==> config.mk <==
export PLATFORM = sky130hd
export DESIGN_NAME = pwm_in_gamma_dimmer
export DESIGN_NICKNAME = d
export VERILOG_FILES = /design/src/pig_pkg.sv /design/src/pig_div.sv /design/src/pig_mul.sv /design/src/pwm_in_gamma_dimmer.sv
export SDC_FILE = /design/constraint.sdc
export NUM_CORES = 1
export LEC_CHECK = 0
export ABC_CLOCK_PERIOD_IN_PS = 4400
export BUFFER_PORTS_ARGS = -buffer_cell sky130_fd_sc_hd__buf_2
export CAP_MARGIN = 20
export CORE_MARGIN = 2
export CORE_UTILIZATION = 60
export DETAILED_ROUTE_END_ITERATION = 8
export PLACE_DENSITY = 0.81
export SYNTH_ARGS = -nofsm -noshare
export SYNTH_HDL_FRONTEND = slang
export SYNTH_SLANG_ARGS = --single-unit
export TNS_END_PERCENT = 30
==> constraint.sdc <==
create_clock -name clock -period 4.4 [get_ports clock]
set_input_delay 0 -clock clock [delete_from_list [all_inputs] [get_ports clock]]
set_output_delay 0 -clock clock [all_outputs]
set_load 0.02 [all_outputs]
==> src/pig_pkg.sv <==
// shared constants, types and state encoding for the pwm input gamma dimmer
// no dependencies; imported by every module of the block

package pig_pkg;

   localparam int CAP_PORT_W         = 16;
   localparam int MISS_W             = 8;
   localparam int BRIGHT_W           = 7;
   localparam int CMP_W              = 10;
   localparam int CSR_ADDR_W         = 3;
   localparam int CSR_DATA_W         = 32;
   localparam int Q_FRAC             = 16;
   localparam int Q_W                = Q_FRAC + 1;
   localparam int PROD_W             = 2 * Q_W;
   localparam int WHOLE_W            = PROD_W - Q_FRAC;
   localparam int BRIGHT_SCALE       = 10;
   localparam int B10_W              = BRIGHT_W + 4;
   localparam int MISSED_LIMIT       = 5;
   localparam int CMP_MAX            = (1 << CMP_W) - 1;
   localparam int DEF_PWM_FULL_SCALE = 1000;
   localparam int DEF_CAPTURE_WIDTH  = 16;

   localparam logic REG_WHITE = 1'b0;
   localparam logic REG_GREEN = 1'b1;

   typedef enum logic [2:0] {
      ST_IDLE,
      ST_DIV,
      ST_SQ1,
      ST_SQ2,
      ST_MULW,
      ST_MULG,
      ST_DONE
   } state_type;

   typedef struct packed {
      logic           start;
      logic [Q_W-1:0] a;
      logic [Q_W-1:0] b;
   } mul_req_type;

   typedef struct packed {
      logic              done;
      logic [PROD_W-1:0] prod;
   } mul_rsp_type;

endpackage

==> src/pig_div.sv <==
// bit-serial restoring divider: floor(dividend * 2^16 / divisor), dividend <= divisor
// one quotient bit per cycle; uses pig_pkg

module pig_div import pig_pkg::*; #(
   parameter int CAP_W = DEF_CAPTURE_WIDTH
) (
   input  logic             clock,
   input  logic             reset,
   input  logic             start,
   input  logic [CAP_W-1:0] dividend,
   input  logic [CAP_W-1:0] divisor,
   output logic             done,
   output logic [Q_W-1:0]   quotient
);

   localparam int CntW = $clog2(Q_FRAC);
   localparam logic [CntW-1:0] LastStep = CntW'(Q_FRAC - 1);

   logic [CAP_W-1:0] rem_ff, rem_in;
   logic [CAP_W-1:0] dvs_ff, dvs_in;
   logic [Q_W-1:0]   quo_ff, quo_in;
   logic [CntW-1:0]  cnt_ff, cnt_in;
   logic             busy_ff, busy_in;
   logic             done_ff, done_in;
   logic [CAP_W:0]   trial;
   logic [CAP_W:0]   diff;
   logic             fits;
   logic             whole_ratio;

   always_comb begin
      trial       = {rem_ff, 1'b0};
      diff        = trial - {1'b0, dvs_ff};
      fits        = trial >= {1'b0, dvs_ff};
      whole_ratio = dividend == divisor;
      rem_in      = rem_ff;
      dvs_in      = dvs_ff;
      quo_in      = quo_ff;
      cnt_in      = cnt_ff;
      busy_in     = busy_ff;
      done_in     = done_ff;
      if (start) begin
         rem_in  = whole_ratio ? '0 : dividend;
         dvs_in  = divisor;
         quo_in  = Q_W'(whole_ratio);
         cnt_in  = '0;
         busy_in = 1'b1;
         done_in = 1'b0;
      end else if (busy_ff) begin
         rem_in = fits ? diff[CAP_W-1:0] : trial[CAP_W-1:0];
         quo_in = {quo_ff[Q_W-2:0], fits};
         cnt_in = cnt_ff + 1'b1;
         if (cnt_ff == LastStep) begin
            busy_in = 1'b0;
            done_in = 1'b1;
         end
      end
   end

   always_ff @(posedge clock) begin
      if (reset) begin
         cnt_ff  <= '0;
         busy_ff <= 1'b0;
         done_ff <= 1'b0;
      end else begin
         cnt_ff  <= cnt_in;
         busy_ff <= busy_in;
         done_ff <= done_in;
      end
   end

   always_ff @(posedge clock) begin
      rem_ff <= rem_in;
      dvs_ff <= dvs_in;
      quo_ff <= quo_in;
   end

   assign done     = done_ff;
   assign quotient = quo_ff;

endmodule

==> src/pig_mul.sv <==
// bit-serial shift-add multiplier, one multiplier bit per cycle
// shared by the squaring and brightness steps; uses pig_pkg

module pig_mul import pig_pkg::*; (
   input  logic        clock,
   input  logic        reset,
   input  mul_req_type req,
   output mul_rsp_type rsp
);

   localparam int CntW = $clog2(Q_W);
   localparam logic [CntW-1:0] LastStep = CntW'(Q_W - 1);

   logic [PROD_W-1:0] prod_ff, prod_in;
   logic [Q_W-1:0]    mcand_ff, mcand_in;
   logic [CntW-1:0]   cnt_ff, cnt_in;
   logic              busy_ff, busy_in;
   logic              done_ff, done_in;
   logic [Q_W:0]      partial;

   always_comb begin
      partial  = {1'b0, prod_ff[PROD_W-1:Q_W]}
               + {1'b0, mcand_ff & {Q_W{prod_ff[0]}}};
      prod_in  = prod_ff;
      mcand_in = mcand_ff;
      cnt_in   = cnt_ff;
      busy_in  = busy_ff;
      done_in  = done_ff;
      if (req.start) begin
         prod_in  = {{Q_W{1'b0}}, req.b};
         mcand_in = req.a;
         cnt_in   = '0;
         busy_in  = 1'b1;
         done_in  = 1'b0;
      end else if (busy_ff) begin
         prod_in = {partial, prod_ff[Q_W-1:1]};
         cnt_in  = cnt_ff + 1'b1;
         if (cnt_ff == LastStep) begin
            busy_in = 1'b0;
            done_in = 1'b1;
         end
      end
   end

   always_ff @(posedge clock) begin
      if (reset) begin
         cnt_ff  <= '0;
         busy_ff <= 1'b0;
         done_ff <= 1'b0;
      end else begin
         cnt_ff  <= cnt_in;
         busy_ff <= busy_in;
         done_ff <= done_in;
      end
   end

   always_ff @(posedge clock) begin
      prod_ff  <= prod_in;
      mcand_ff <= mcand_in;
   end

   assign rsp.done = done_ff;
   assign rsp.prod = prod_ff;

endmodule

==> src/pwm_in_gamma_dimmer.sv <==
// top level: register port, sequencer, compare registers and result register
// uses pig_pkg, pig_div and pig_mul

// Each captured period/high pair that differs from the stored pair, with fewer than five
// missed pulses and a nonzero period, sets both LED compares to full scale minus
// brightness*10*(1 - high/period)^4, saturated at 0. Such an item goes from transfer to
// result through the bit-serial divider, then four passes through the shared shift-add
// multiplier (two squarings, then white and green) and last the load of the output
// register. Any other item goes from its transfer to the done state, then to the output
// register. One item is in work at a time; the next is taken while the previous
// result still waits in the output register.
// Brightness registers sit at byte addresses 0 (white) and 4 (green).

module pwm_in_gamma_dimmer import pig_pkg::*; #(
   parameter int PWM_FULL_SCALE = DEF_PWM_FULL_SCALE,
   parameter int CAPTURE_WIDTH  = DEF_CAPTURE_WIDTH
) (
   input  logic                  clock,
   input  logic                  reset,
   input  logic                  req_valid,
   output logic                  req_ready,
   input  logic [CAP_PORT_W-1:0] req_capture_period,
   input  logic [CAP_PORT_W-1:0] req_capture_high,
   input  logic [MISS_W-1:0]     req_missed_pulses,
   output logic                  rsp_valid,
   input  logic                  rsp_ready,
   output logic [CMP_W-1:0]      rsp_white_compare,
   output logic [CMP_W-1:0]      rsp_green_compare,
   output logic                  rsp_compares_updated,
   output logic                  rsp_period_error,
   input  logic                  psel,
   input  logic                  penable,
   input  logic                  pwrite,
   input  logic [CSR_ADDR_W-1:0] paddr,
   input  logic [CSR_DATA_W-1:0] pwdata,
   output logic [CSR_DATA_W-1:0] prdata,
   output logic                  pready
);

   localparam int CapW = (CAPTURE_WIDTH < CAP_PORT_W) ? CAPTURE_WIDTH : CAP_PORT_W;
   localparam logic [WHOLE_W-1:0] FullScale = WHOLE_W'(PWM_FULL_SCALE);
   localparam logic [WHOLE_W-1:0] CmpMax    = WHOLE_W'(CMP_MAX);

   state_type state_ff, state_in;

   logic [BRIGHT_W-1:0] white_bright_ff, white_bright_in;
   logic [BRIGHT_W-1:0] green_bright_ff, green_bright_in;
   logic [CapW-1:0]     last_period_ff, last_period_in;
   logic [CapW-1:0]     last_high_ff, last_high_in;
   logic [CMP_W-1:0]    white_cmp_ff, white_cmp_in;
   logic [CMP_W-1:0]    green_cmp_ff, green_cmp_in;
   logic [Q_W-1:0]      g_ff, g_in;
   logic                upd_ff, upd_in;
   logic                err_ff, err_in;
   logic                rsp_valid_ff, rsp_valid_in;
   logic [CMP_W-1:0]    rsp_white_ff, rsp_white_in;
   logic [CMP_W-1:0]    rsp_green_ff, rsp_green_in;
   logic                rsp_upd_ff, rsp_upd_in;
   logic                rsp_err_ff, rsp_err_in;

   logic                csr_write;
   logic                accept;
   logic [CapW-1:0]     period;
   logic [CapW-1:0]     high;
   logic [CapW-1:0]     low_time;
   logic                changed;
   logic                in_window;
   logic                zero_period;
   logic                go_calc;
   logic [B10_W-1:0]    white_b10;
   logic [B10_W-1:0]    green_b10;
   logic [Q_W-1:0]      rounded;
   logic [WHOLE_W-1:0]  whole;
   logic [WHOLE_W-1:0]  headroom;
   logic [CMP_W-1:0]    cmp_value;

   logic                div_start;
   logic                div_done;
   logic [Q_W-1:0]      div_quo;
   mul_req_type         mul_req;
   mul_rsp_type         mul_rsp;
   logic                g_load;
   logic                white_load;
   logic                green_load;
   logic                load_rsp;

   pig_div #(
      .CAP_W (CapW)
   ) u_div (
      .clock    (clock),
      .reset    (reset),
      .start    (div_start),
      .dividend (low_time),
      .divisor  (period),
      .done     (div_done),
      .quotient (div_quo)
   );

   pig_mul u_mul (
      .clock (clock),
      .reset (reset),
      .req   (mul_req),
      .rsp   (mul_rsp)
   );

   // register port
   always_comb begin
      csr_write       = psel & penable & pwrite;
      white_bright_in = white_bright_ff;
      green_bright_in = green_bright_ff;
      if (csr_write) begin
         case (paddr[2])
            REG_WHITE: white_bright_in = pwdata[BRIGHT_W-1:0];
            REG_GREEN: green_bright_in = pwdata[BRIGHT_W-1:0];
            default: ;
         endcase
      end
      case (paddr[2])
         REG_WHITE: prdata = CSR_DATA_W'(white_bright_ff);
         REG_GREEN: prdata = CSR_DATA_W'(green_bright_ff);
         default:   prdata = '0;
      endcase
   end

   assign pready = 1'b1;

   // item decode
   always_comb begin
      accept      = req_valid & req_ready;
      period      = req_capture_period[CapW-1:0];
      high        = req_capture_high[CapW-1:0];
      low_time    = (high < period) ? (period - high) : '0;
      changed     = (period != last_period_ff) || (high != last_high_ff);
      in_window   = req_missed_pulses < MISS_W'(MISSED_LIMIT);
      zero_period = period == '0;
      go_calc     = changed & in_window & ~zero_period;
   end

   // datapath between multiplier passes
   always_comb begin
      white_b10 = B10_W'(white_bright_ff) * B10_W'(BRIGHT_SCALE);
      green_b10 = B10_W'(green_bright_ff) * B10_W'(BRIGHT_SCALE);
      rounded   = Q_W'(mul_rsp.prod[PROD_W-1:Q_FRAC]) + Q_W'(mul_rsp.prod[Q_FRAC-1]);
      whole     = mul_rsp.prod[PROD_W-1:Q_FRAC] + WHOLE_W'(|mul_rsp.prod[Q_FRAC-1:0]);
      headroom  = (whole >= FullScale) ? '0 : (FullScale - whole);
      cmp_value = (headroom > CmpMax) ? CmpMax[CMP_W-1:0] : headroom[CMP_W-1:0];
   end

   // next state
   always_comb begin
      state_in = state_ff;
      case (state_ff)
         ST_IDLE: begin
            if (req_valid) begin
               state_in = go_calc ? ST_DIV : ST_DONE;
            end
         end
         ST_DIV:  if (div_done) state_in = ST_SQ1;
         ST_SQ1:  if (mul_rsp.done) state_in = ST_SQ2;
         ST_SQ2:  if (mul_rsp.done) state_in = ST_MULW;
         ST_MULW: if (mul_rsp.done) state_in = ST_MULG;
         ST_MULG: if (mul_rsp.done) state_in = ST_DONE;
         ST_DONE: if (!rsp_valid_ff || rsp_ready) state_in = ST_IDLE;
         default: state_in = ST_IDLE;
      endcase
   end

   // sequencer outputs
   always_comb begin
      req_ready  = 1'b0;
      div_start  = 1'b0;
      mul_req    = '0;
      g_load     = 1'b0;
      white_load = 1'b0;
      green_load = 1'b0;
      load_rsp   = 1'b0;
      case (state_ff)
         ST_IDLE: begin
            req_ready = 1'b1;
            div_start = req_valid & go_calc;
         end
         ST_DIV: begin
            mul_req.start = div_done;
            mul_req.a     = div_quo;
            mul_req.b     = div_quo;
         end
         ST_SQ1: begin
            mul_req.start = mul_rsp.done;
            mul_req.a     = rounded;
            mul_req.b     = rounded;
         end
         ST_SQ2: begin
            mul_req.start = mul_rsp.done;
            mul_req.a     = rounded;
            mul_req.b     = Q_W'(white_b10);
            g_load        = mul_rsp.done;
         end
         ST_MULW: begin
            mul_req.start = mul_rsp.done;
            mul_req.a     = g_ff;
            mul_req.b     = Q_W'(green_b10);
            white_load    = mul_rsp.done;
         end
         ST_MULG: begin
            green_load = mul_rsp.done;
         end
         ST_DONE: begin
            load_rsp = ~rsp_valid_ff | rsp_ready;
         end
         default: ;
      endcase
   end

   // register next values
   always_comb begin
      last_period_in = last_period_ff;
      last_high_in   = last_high_ff;
      upd_in         = upd_ff;
      err_in         = err_ff;
      white_cmp_in   = white_load ? cmp_value : white_cmp_ff;
      green_cmp_in   = green_load ? cmp_value : green_cmp_ff;
      g_in           = g_load ? rounded : g_ff;
      if (accept) begin
         last_period_in = period;
         last_high_in   = high;
         upd_in         = go_calc;
         err_in         = changed & in_window & zero_period;
      end
      rsp_valid_in = rsp_valid_ff & ~rsp_ready;
      rsp_white_in = rsp_white_ff;
      rsp_green_in = rsp_green_ff;
      rsp_upd_in   = rsp_upd_ff;
      rsp_err_in   = rsp_err_ff;
      if (load_rsp) begin
         rsp_valid_in = 1'b1;
         rsp_white_in = white_cmp_ff;
         rsp_green_in = green_cmp_ff;
         rsp_upd_in   = upd_ff;
         rsp_err_in   = err_ff;
      end
   end

   always_ff @(posedge clock) begin
      if (reset) begin
         state_ff        <= ST_IDLE;
         white_bright_ff <= '0;
         green_bright_ff <= '0;
         last_period_ff  <= '0;
         last_high_ff    <= '0;
         white_cmp_ff    <= '0;
         green_cmp_ff    <= '0;
         rsp_valid_ff    <= 1'b0;
      end else begin
         state_ff        <= state_in;
         white_bright_ff <= white_bright_in;
         green_bright_ff <= green_bright_in;
         last_period_ff  <= last_period_in;
         last_high_ff    <= last_high_in;
         white_cmp_ff    <= white_cmp_in;
         green_cmp_ff    <= green_cmp_in;
         rsp_valid_ff    <= rsp_valid_in;
      end
   end

   always_ff @(posedge clock) begin
      g_ff         <= g_in;
      upd_ff       <= upd_in;
      err_ff       <= err_in;
      rsp_white_ff <= rsp_white_in;
      rsp_green_ff <= rsp_green_in;
      rsp_upd_ff   <= rsp_upd_in;
      rsp_err_ff   <= rsp_err_in;
   end

   assign rsp_valid            = rsp_valid_ff;
   assign rsp_white_compare    = rsp_white_ff;
   assign rsp_green_compare    = rsp_green_ff;
   assign rsp_compares_updated = rsp_upd_ff;
   assign rsp_period_error     = rsp_err_ff;

endmodule

-- Word-level counts from Yosys, hierarchy flattened
Index checks and enable logic that the tools add are counted.
- $add $sub $neg: 8
- multipliers: 2
- order comparisons: 5
- eq/ne operators: 18
- multiplexer cells: 35
- bitwise gates (word level): 14
- reduce and logical (&&, ||, !) cells: 15
- operators with widths (kind ; number):
    case mux 35 bit (4 select lines) ; 1
    two-way mux 16 bit ; 5
    case mux 32 bit (2 select lines) ; 1
    two-way mux 17 bit ; 2
    inequality test 16 bit ; 2
    subtractor 16 bit ; 2
    two-way mux 3 bit ; 8
    case mux 3 bit (7 select lines) ; 1
    multiplier 7 x 3 -> 10 bit (second input constant) ; 2
    adder 17 x 17 -> 18 bit ; 1
    adder 18 x 1 -> 18 bit ; 1
    greater-or-equal comparator 18 x 10 -> 1 bit (second input constant) ; 1
    greater-than comparator 18 x 10 -> 1 bit (second input constant) ; 1
    two-way mux 18 bit ; 1
    subtractor 10 x 18 -> 18 bit (first input constant) ; 1
    adder 17 x 1 -> 17 bit ; 1
    bitwise AND 17 bit ; 1
    greater-or-equal comparator 17 x 16 -> 1 bit ; 1
    == test 16 bit ; 1
    logical NOT 16 bit ; 1
    < comparator 16 bit ; 1
    OR reduction 16 bit ; 1
    two-way mux 1 bit ; 15
    two-way mux 10 bit ; 1
    other kinds (20) ; 44
- register bits after elaboration: 224
- input port bits: 82
- word-level logic and storage cells: 125

-- Depth between registers and ports, before layout
- word-level depth: 7
- mapped depth: 15
- gate-level depth less buffers: 15

-- Cells and area by module
From an unflattened synthesis, not the netlist that was laid out.
- cell total of the unflattened synthesis: 1536
- area, all modules: 14209.9 µm²
- modules (own cells, without submodules) (module ; instances ; cells an instance ; area an instance (µm²) ; seq. area each (µm²)):
    pwm_in_gamma_dimmer ; 1 ; 939 ; 7781.2 ; 2632.5
    pig_div ; 1 ; 331 ; 3369.5 ; 1431.4
    pig_mul ; 1 ; 266 ; 3059.2 ; 1501.4

-- Worst setup path before layout
No wires, ideal clock.
- path type: input port to flip-flop
- start point: input req_capture_period[0]
- end point: register u_div.rem_ff[3] (data pin)
- setup time: 0.254 ns
- arrival: 3.146 ns
- setup slack: 1.000 ns
- stages on the path: 13
- path buffers: 0
- path through: inv_1 > ha_1 > inv_1 > fa_1 > a21o_1 > a221oi_2 > o21ai_1 > mux2i_1 > nor4b_1 > xor2_1 > or4_1 > or4_4 > a21o_1
- word-level cells in the longest chain between the ends: 7
- ends and longest elaborated chain (what ; line ; RTL):
    from (decl) ; pwm_in_gamma_dimmer.sv:22 ; input logic [CAP_PORT_W-1:0] req_capture_period,
    parallel branches: the longest is 6 deep, another holds subtractor 16 bit ; - ;
    two-way mux 16 bit * ; pig_div.sv:41 ; if (start) begin
    named net u_div.rem_in[3] ; pig_div.sv:19 ; logic [CAP_W-1:0] rem_ff, rem_in;
    to (signal assigned) ; pig_div.sv:72 ; rem_ff <= rem_in;
    to (decl) ; pig_div.sv:19 ;
Mark *: on every way through the listed nets, which the timed path passes.
A chain may end at the register's enable or synchronous reset.

-- Final worst setup path
- start point: register u_mul.prod_ff[13]
- end point: register green_cmp_ff[8]
- word-level cells in the longest chain between the ends: 6
- ends and longest elaborated chain (what ; line ; RTL):
    from (decl) ; pig_mul.sv:14 ; logic [PROD_W-1:0] prod_ff, prod_in;
    from (signal assigned) ; pig_mul.sv:58 ; prod_ff <= prod_in;
    OR reduction 16 bit * ; pwm_in_gamma_dimmer.sv:144 ; whole = mul_rsp.prod[PROD_W-1:Q_FRAC] + WHOLE_W'(|mul_rsp.prod[Q_FRAC-1:0]);
    adder 18 x 1 -> 18 bit * ; pwm_in_gamma_dimmer.sv:144 ;
    subtractor 10 x 18 -> 18 bit or greater-or-equal comparator 18 x 10 -> 1 bit (tied branches) ; pwm_in_gamma_dimmer.sv:145 ; headroom = (whole >= FullScale) ? '0 : (FullScale - whole);
    two-way mux 18 bit * ; pwm_in_gamma_dimmer.sv:145 ;
    greater-than comparator 18 x 10 -> 1 bit ; pwm_in_gamma_dimmer.sv:146 ; cmp_value = (headroom > CmpMax) ? CmpMax[CMP_W-1:0] : headroom[CMP_W-1:0];
    two-way mux 10 bit * ; pwm_in_gamma_dimmer.sv:146 ;
    to (signal assigned) ; pwm_in_gamma_dimmer.sv:260 ; green_cmp_ff <= green_cmp_in;
    to (decl) ; pwm_in_gamma_dimmer.sv:51 ; logic [CMP_W-1:0] green_cmp_ff, green_cmp_in;
Mark *: on every way between the ends. The rest lies on a longest branch, timed or not.

==> impl_results.md <==
- Leading area contributor after synthesis: edfxtp_1
- H-tree Lvls: 1
- TritonCTS clock tree: built
- Clock Tree Buf Depth: 3
- Final hold viol count: 0
- Post-synthesis sequential area ratio: about 40%
- Largest net degree at the start of global routing: 84
- RSZ-0062 raised after global routing: no
- Slew HR: roughly a quarter
- Worst path slowest cell: or4_1
- FMAX: about 250 MHz
- Initial cell density of the core: between 60% and 70%
- PortBufs: 85
- DRT Pass-1 Iters: 7
- Gpl congestion: ~0.92
- First-pass GRT wire length: around 59 mm
- Post-synth top flop: dfxtp_1
- Kind of critical path: flop to flop
- FP Rows: 55
- Residual DRC: 0
- Crit end category: flop
- Critical Path AT: 4.43 ns
- Final Util: between 60% and 70%
- Setup_tns: 0 ns
- Post-Place Cells: 1842
- Die Ht: 156 um
- Netlist Area Pre-Place: between 10000 and 15000 um2
- CTS clk-pin slew, worst paths: approximately 0.060 ns
- Pleak: 6.22 nW
- Max Cap Viol: 0
- Post-synth EDFFs: 108
- DRT antenna net count: 0
- Tightest Hold Check Type: input pin to flop
- Status: completed
- Max-slew violation count: 0
- Hpwl dp: 25.6 mm
- Asr flop ratio synth: 0%
- Skew final: approximately 0.033 ns
- Die width: 156 um
- Worst Path Buf+Inv: 0
- Yosys cell types: 84
- Layout cells sized above 1: between 10% and 20%
- Critical Path, Cell by Cell: nor4_1 -> nand4_1 -> ha_1 -> ha_1 -> xor2_1 -> nor3_1 -> o21ai_1 -> a31oi_1 -> or4_1 -> o211ai_1 -> o2111ai_1 -> o211ai_1 -> a21oi_1
- Wirelength, routed: roughly 37 mm
- Synth top area cells: edfxtp_1, dfxtp_1, ha_1, xnor2_1, nand2_1
- CP required: about 4.8 ns
- Aggregate global-route resource usage: about 30%
- Vias: 12100
- Cells after Synth: ~1500
- Worst-skew pair later-pin latency: between 0.5 and 0.6 ns
- Initial antenna violation count: 0
- Share of the synthesized area in the top cell type: a little under a quarter
- Fin cells: just under 2000
- Worst vdd ir: between 0.3 and 0.4 mV
- Fin crit period: about 4.1 ns
- Total CTS buffers: 24
- Worst Tran Pin Value: 1.11 ns
- Number of diodes: 0
- Initial drt markers: just over 900
- Family with the most delay on the worst path: compound AO/OA/AOI/OAI gates
- Core footprint: 22600 um2
- Startpoint class of the critical path: flop
- CP max stage delay: between 0.5 and 0.6 ns
- Synth Warn #: 0
- TritonCTS Sinks: around 220
- Post-cts sizing count: 0
- Pwr Total: 6.78 mW
- Final period utilization: 92.2%
- # IOs: 139
- DIE AREA: 24300 um2
- Final nets: roughly 1800
- Power density over cell area: approximately 430 nW/um2
- DR WL/cell: between 15 and 20 um
- Synth-to-Final Area Change: 12.9%
- Crit Path Max Fanout: 7
- Post-CTS Setup Repair Bufs: 0
- Syn avg cell area: about 9 um2
- Vias in the first global route: ~12000
- CTS root buf: clkbuf_16
- Mean number of vias per cell: 6.28
- #FFs+latches synth: 224
- Global route overflow: 0
- Final setup fails: 0
==> layout make-up <==
type                            instances  area, um2
Fill cell                            1641       6980
Tap cell                              285        357
Inverter                               74        278
Multi-Input combinational cell       1155       7620
Clock inverter                         11        121
Sequential cell                       224       5570
Timing Repair Buffer                  149       1030
Clock buffer                           33        686
==> synth_stat cells, types with 6 or more instances <==
cell	n
and3_1	16
mux2i_1	50
nor2b_1	15
nor2_1	133
a31oi_1	14
o21a_1	8
a22o_1	8
xnor2_1	85
buf_4	28
o21ai_1	8
dfxtp_1	116
o211ai_1	18
nand2b_1	13
xor2_1	28
nand2_1	175
a211oi_1	11
a21o_1	21
a211o_1	6
or3_1	13
nor3_1	35
o2111ai_1	7
and2_1	25
a21oi_1	128
o22ai_1	16
a221oi_1	16
ha_1	77
edfxtp_1	108
a221o_1	9
nand4_1	25
inv_1	73
a22oi_1	8
nand3_1	27
clkbuf_1	60
o21ai_0	28
or2_2	7
nor4_1	12
mux2_2	10
==> logic make-up after synthesis <==
group	count (synthesis)	share of synthesized area [%]
muxes	60	4.42
other	2	0.0542
xor gates and xnor gates	113	7.14
DFF	224	40.1
buffers and inverters	174	5.68
AOI/OAI and AO/OA	357	17.3
and+or+nand+nor	517	17.6
adders and majority gates	82	7.67
==> power by group <==
| group | switching (mW) | internal (mW) | leakage (nW) |
|---|---|---|---|
| registers | 0.266 | 2.47 | 1.93 |
| logic | 1.22 | 0.766 | 3.90 |
| clock network | 0.839 | 1.21 | 0.388 |
| total | 2.33 | 4.45 | 6.22 |
==> path summary, 6_finish.rpt <==
kind	to	slack [ns]	from	depth (start not counted)
worst max register to register	green_cmp_ff[8]	0.34	u_mul.prod_ff[13]	13
worst max-delay path	green_cmp_ff[8]	0.34	u_mul.prod_ff[13]	13
worst min register to register	rsp_white_compare[0]	0.43	white_cmp_ff[0]	0
worst min-delay path	green_bright_ff[1]	0.05	penable	4
==> state kept, by name, indices dropped and copies added (netlist names), 3 cells and up <==
| register | count |
|---|---|
| g_ff | 17 |
| green_bright_ff | 7 |
| green_cmp_ff | 10 |
| last_high_ff | 16 |
| last_period_ff | 16 |
| rsp_green_compare | 10 |
| rsp_white_compare | 10 |
| state_ff | 3 |
| u_div.cnt_ff | 4 |
| u_div.dvs_ff | 16 |
| u_div.quotient | 17 |
| u_div.rem_ff | 16 |
| u_mul.cnt_ff | 5 |
| u_mul.mcand_ff | 17 |
| u_mul.prod_ff | 34 |
| white_bright_ff | 7 |
| white_cmp_ff | 10 |
==> timing repair <==
action / CTS / global route
hold buffers: 42 / 0
hold endpoints to repair: 65 / 0
endpoints found under the setup margin: 0 / 0
==> routing by layer <==
layer  GRT usage [%]  wire [um]
met1            37.0      14800
met2            52.2      18000
met3            4.47       2500
met4            13.7       1810
met5               0          0
==> tightest hold or removal path: stages <==
cell     delay (ns)
buf_2          0.12
and4_1         0.26
nand2_1        0.10
a21oi_1        0.05
==> per-stage QoR <==
step / hold slack [ns] / area [um2] / setup slack (ns)
floorplan: 0.0989 / 14000 / 1.00
global placement: 0.248 / 14400 / 0.572
detailed placement: 0.257 / 14400 / 0.433
CTS: 0.00608 / 15600 / 0.385
global route: 0.0450 / 15700 / 0.00526
finish: 0.0455 / 15700 / 0.343
==> layout by cell type (no fill, tap or decap), types with 9 or more instances in the layout <==
master / n
nand2_1: 175
nor2_1: 133
a21oi_1: 128
dfxtp_1: 116
edfxtp_1: 108
xnor2_1: 85
buf_2: 85
ha_1: 77
inv_1: 73
mux2i_1: 50
dlygate4sd3_1: 42
nor3_1: 35
xor2_1: 28
o21ai_0: 28
nand3_1: 27
conb_1: 26
nand4_1: 25
and2_1: 25
clkbuf_16: 25
a21o_1: 21
buf_4: 20
o211ai_1: 18
and3_1: 16
a221oi_1: 16
nor2b_1: 15
o22ai_1: 15
a31oi_1: 14
or3_1: 13
nand2b_1: 13
nor4_1: 12
a211oi_1: 11
mux2_2: 10
a221o_1: 9
No activity file was read; power rests on OpenSTA's default activity.
